===== src/design/greedy_box_nms_defines.svh =====
// ----------------------------------------------------------------------------
// greedy_box_nms_defines
// assertion macros shared by the greedy box nms modules
// ----------------------------------------------------------------------------
`ifndef GREEDY_BOX_NMS_DEFINES_SVH
`define GREEDY_BOX_NMS_DEFINES_SVH

`ifndef NO_ASSERTIONS
// same-cycle implication, sampled on clk, off during reset
`define GBNMS_ASSERT_NOW(label, ante, cons) \
	label: assert property (@(posedge clk) disable iff (!arst_n) (ante) |-> (cons)) \
		else $error("gbnms assertion failed");
// next-cycle implication
`define GBNMS_ASSERT_NEXT(label, ante, cons) \
	label: assert property (@(posedge clk) disable iff (!arst_n) (ante) |=> (cons)) \
		else $error("gbnms assertion failed");
`else
`define GBNMS_ASSERT_NOW(label, ante, cons)
`define GBNMS_ASSERT_NEXT(label, ante, cons)
`endif

`endif


===== src/design/gbnms_pkg.sv =====
// ----------------------------------------------------------------------------
// gbnms_pkg
// types and constants for the greedy box non-maximum suppression block
// ----------------------------------------------------------------------------
package gbnms_pkg;

	localparam int MAX_KEPT_DEF   = 64;
	localparam int COORD_BITS_DEF = 16;

	localparam logic [15:0] THRESHOLD_RESET = 16'd29491;

	// register map, byte address bit 2 selects the register
	localparam int          ADDR_W         = 3;
	localparam logic        REG_THRESHOLD  = 1'b0;

	typedef struct packed {
		logic        first_of_set;
		logic [15:0] left_edge;
		logic [15:0] top_edge;
		logic [15:0] right_edge;
		logic [15:0] bottom_edge;
	} box_word_t;

	typedef struct packed {
		logic        kept;
		logic [15:0] item_index;
		logic [5:0]  kept_slot;
		logic        status;
	} result_word_t;

	typedef struct packed {
		logic load;
		logic issue;
		logic commit;
	} dp_cmd_t;

	typedef struct packed {
		logic scan_done;
		logic pipe_busy;
	} dp_stat_t;

endpackage


===== src/design/gbnms_ctrl.sv =====
// ----------------------------------------------------------------------------
// gbnms_ctrl
// sequencer: load a box, walk the kept table, drain the compare pipe, commit
// ----------------------------------------------------------------------------
module gbnms_ctrl (
	input  logic              clk,
	input  logic              arst_n,
	input  logic              start,
	input  gbnms_pkg::dp_stat_t stat,
	output logic              busy,
	output gbnms_pkg::dp_cmd_t  cmd
);
	import gbnms_pkg::*;
	`include "greedy_box_nms_defines.svh"

	typedef enum logic [1:0] {
		ST_IDLE,
		ST_SCAN,
		ST_DRAIN
	} state_t;

	state_t state_q;

	always_comb begin
		cmd        = '0;
		cmd.load   = (state_q == ST_IDLE) && start;
		cmd.issue  = (state_q == ST_SCAN) && !stat.scan_done;
		cmd.commit = (state_q == ST_DRAIN) && !stat.pipe_busy;
	end

	assign busy = (state_q != ST_IDLE);

	always_ff @(posedge clk or negedge arst_n) begin
		if (!arst_n) begin
			state_q <= ST_IDLE;
		end else begin
			case (state_q)
				ST_IDLE: begin
					if (start) begin
						state_q <= ST_SCAN;
					end
				end
				ST_SCAN: begin
					if (stat.scan_done) begin
						state_q <= ST_DRAIN;
					end
				end
				ST_DRAIN: begin
					if (!stat.pipe_busy) begin
						state_q <= ST_IDLE;
					end
				end
				default: begin
					state_q <= ST_IDLE;
				end
			endcase
		end
	end

	`GBNMS_ASSERT_NEXT(a_issue_fills_pipe, cmd.issue, stat.pipe_busy)
	`GBNMS_ASSERT_NOW(a_idle_pipe_empty, !busy, !stat.pipe_busy)
	`GBNMS_ASSERT_NEXT(a_load_clean_start, cmd.load, busy && !stat.pipe_busy)

endmodule


===== config.mk =====
export PLATFORM = sky130hd
export DESIGN_NAME = gbnms_ctrl
export DESIGN_NICKNAME = d
export VERILOG_FILES = /design/src/design/gbnms_pkg.sv /design/src/design/gbnms_ctrl.sv
export VERILOG_INCLUDE_DIRS = /design/src /design/src/design
export SDC_FILE = /design/constraint.sdc
export NUM_CORES = 1
export LEC_CHECK = 0
export BUFFER_PORTS_ARGS = -buffer_cell sky130_fd_sc_hd__buf_2
export CAP_MARGIN = 10
export CELL_PAD_IN_SITES_DETAIL_PLACEMENT = 1
export CELL_PAD_IN_SITES_GLOBAL_PLACEMENT = 1
export CORE_AREA = 3 3 40 42
export DETAILED_ROUTE_END_ITERATION = 10
export DIE_AREA = 0 0 43 45
export PLACE_DENSITY_LB_ADDON = 0.1
export SYNTH_ARGS = -nofsm -noshare
export SYNTH_HDL_FRONTEND = slang
export SYNTH_SLANG_ARGS = --single-unit

===== constraint.sdc =====
create_clock -name clk -period 1.7 [get_ports clk]
set_input_delay 0.255 -clock clk [delete_from_list [all_inputs] [get_ports clk]]
set_output_delay 0.255 -clock clk [all_outputs]
set_load 0.05 [all_outputs]

==> impl_metrics.sql <==
INSERT INTO impl_metrics (metric_group, metric, value, unit) VALUES
('place', 'detailed_place.area', '186', 'sq um'),
('worst_setup_path', 'crit_path_slowest_cell', 'sky130_fd_sc_hd__dfrtp_1', ''),
('grt', 'grt_max_degree', '8', ''),
('synthesis', 'syn_nets', '18', ''),
('finish', 'antenna-diode-count', '0', ''),
('route', 'antenna_left', '0', ''),
('place', 'port_buffers', '8', ''),
('cts', 'cts_setup_buffers', '0', ''),
('grt', 'groute.usage.overall', '4.49', '%'),
('pwr', 'max-vdd-ir-drop', '399', 'uV'),
('route', 'routed.top_layer', 'met3', ''),
('timing', 'rsz0062_at_grt', 'no', ''),
('synthesis', 'asyncSetResetFlopFracSynth', '100', '%'),
('finish', 'final-instance-count-excl-fill', '40', ''),
('route', 'detail_route.first_pass.iterations', '2', ''),
('worst_setup_path', 'critical_path_cell_by_cell', 'or2_4 -> nor2_2 -> buf_2', ''),
('grt', 'global_route.overflow_total', '0', ''),
('timing', 'final_hold_viol_count', '0', ''),
('finish', 'drive_above_1_share', '60.0', '%'),
('finish', 'syn2layout_area_growth', '86.2', '%'),
('route', 'drt_wl_total', '356', 'um'),
('floorplanning', 'fp-row-count', '13', ''),
('finish', 'largest-register', 'state_q', ''),
('place', 'dp_hpwl', '259', 'um'),
('worst_setup_path', 'timing.rr.start', 'state_q[0]', ''),
('route', 'initialDrtViolationCount', '3', ''),
('cts', 'clk_transition_reported_paths', '0.03', 'ns'),
('timing', 'worst_tran_pin_value', '0.250', 'ns'),
('hold_path', 'holdCritStartpoint', 'start', ''),
('floorplanning', 'starting_density', '9.15', '%'),
('synthesis', 'number_of_standard_cells_after_synthesis', '13', ''),
('worst_setup_path', 'critPathRequiredTime', '1.44', 'ns'),
('run_status', 'result_of_the_run', 'completed', ''),
('finish', 'largest_reg_flops', '2', ''),
('finish', 'postLayoutCellArea', '219', 'sq um'),
('worst_setup_path', 'worstPathMaxFanout', '7', ''),
('route', 'post-route-drc-count', '0', ''),
('worst_setup_path', 'cp.arrival', '1.27', 'ns'),
('route', 'routed_via_density', '3.30', ''),
('worst_setup_path', 'slowest_delay', '0.44', 'ns'),
('cts', 'insertion_delay', '0.22', 'ns'),
('finish', 'finalCoreUtilization', '17.0', '%'),
('worst_setup_path', 'timing_worst_setup_path_type', 'reg2out', ''),
('cts', 'cts-buffers-inserted', '3', ''),
('synthesis', 'synth_enable_flop_cells', '0', ''),
('pwr', 'cellLeakagePower', '0.106', 'nW'),
('floorplanning', 'floorplan.core_area', '1280', 'sq um'),
('synthesis', 'synth.cell_area', '118', 'sq um'),
('floorplanning', 'io_pins', '9', ''),
('hold_path', 'hold_path_class', 'in2reg', ''),
('route', 'wl_met2', '134', 'um'),
('timing', 'setup_violations', '0', ''),
('worst_setup_path', 'reg2reg_depth', '2', ''),
('worst_setup_path', 'worstSetupStartpointType', 'flop', ''),
('worst_setup_path', 'r2r_slack', '0.87', 'ns'),
('synthesis', 'netlist.top_cell.by_area', 'sky130_fd_sc_hd__dfrtp_1', ''),
('synthesis', 'netlist.area_leader.share', '42.6', '%'),
('cts', 'cts_max_level', '1', ''),
('timing', 'fin_tns_setup', '0', 'ns'),
('cts', 'cts.sink_count', '2', ''),
('flow_run', 'cap_violations', '0', ''),
('route', 'dr_wl_met3', '32', 'um'),
('route', 'post_detailed_route_wirelength_per_cell', '8.90', 'um'),
('finish', 'nets', '32', ''),
('cts', 'cts-root-buf', 'sky130_fd_sc_hd__clkbuf_4', ''),
('timing', 'timing.final.max_slew_violations', '0', ''),
('timing', 'period_needed', '1.52', 'ns'),
('worst_setup_path', 'timing.critical_path.to_type', 'output port', ''),
('synthesis', 'synth_flop_cell', 'sky130_fd_sc_hd__dfrtp_1', ''),
('synthesis', 'synth.top_cells.by_area', 'sky130_fd_sc_hd__dfrtp_1 (43%), sky130_fd_sc_hd__nor3b_1 (13%), sky130_fd_sc_hd__nand2b_1 (11%)', ''),
('synthesis', 'ys_top_cells_by_count', 'sky130_fd_sc_hd__dfrtp_1 (2), sky130_fd_sc_hd__nand2b_1 (2), sky130_fd_sc_hd__nor3b_1 (2)', '');
worst max-delay path by stage:
stage,start,to,slack (ns)
floorplan,state_q[0],cmd[2],0.25
global placement,state_q[0],cmd[2],0.42
detailed placement,state_q[0],cmd[2],0.41
CTS,state_q[0],cmd[2],0.16
global route,state_q[0],cmd[2],0.10
finish,state_q[0],cmd[2],0.18
power breakdown:
group | switching [mW] | leakage [nW] | internal [mW]
registers | 0.0409 | 0.0255 | 0.0698
logic | 0.170 | 0.0671 | 0.0823
clock network | 0.0252 | 0.0138 | 0.0778
total | 0.237 | 0.106 | 0.230
through the flow:
stage,hold slack [ns],setup WS [ns]
finish,0.312,0.177
global route,0.345,0.100
CTS,0.307,0.162
detailed placement,0.0436,0.406
global placement,0.0407,0.416
floorplan,-0.0406,0.254
logic make-up after synthesis:
kind of cell	synth area share (%)
simple gates	45.7
flops	42.6
compound gates	8.50
buf+inv	3.19
placed cells by master, fill, tap and decap left out:
| cell type | synthesis | routed |
|---|---|---|
| sky130_fd_sc_hd__buf_2 | 0 | 8 |
| sky130_fd_sc_hd__clkbuf_4 | 0 | 3 |
| sky130_fd_sc_hd__nor3b_2 | 0 | 2 |
| sky130_fd_sc_hd__nand2b_1 | 2 | 2 |
| sky130_fd_sc_hd__dfrtp_1 | 2 | 2 |
| sky130_fd_sc_hd__or2_4 | 1 | 1 |
| sky130_fd_sc_hd__inv_1 | 1 | 1 |
| sky130_fd_sc_hd__nor2_2 | 1 | 1 |
| sky130_fd_sc_hd__nand2_1 | 1 | 1 |
| sky130_fd_sc_hd__nand3b_1 | 1 | 1 |
| sky130_fd_sc_hd__o21ai_0 | 1 | 1 |
| sky130_fd_sc_hd__a21oi_1 | 1 | 1 |
| sky130_fd_sc_hd__dlygate4sd3_1 | 0 | 1 |
routing by layer:
layer,vias up,global-route usage (%)
li1,68,-
met1,56,5.28
met2,8,5.99
met3,0,2.39
met4,0,3.61
met5,-,0
worst max-delay path, delay by kind of cell, from the launching register on:
kind                   cells  cell delay, ns
AND/OR/NAND/NOR            2            0.35
buffers and inverters      1            0.26
flip-flops                 1            0.44
area by class of cell:
type / instances / area [sq um]
clock buffer: 3 / 22.5
multi-input combinational: 10 / 73.8
timing repair buffer: 9 / 50.0
fill: 166 / 1070
inverter: 1 / 3.75
tap: 15 / 18.8
sequential: 2 / 50.0
timing repair:
item                      CTS  global route
hold endpoints to repair    2             0
gates resized for setup     0             0
hold buffers                1             0
Note: power is estimated with default switching activity, not from simulation.
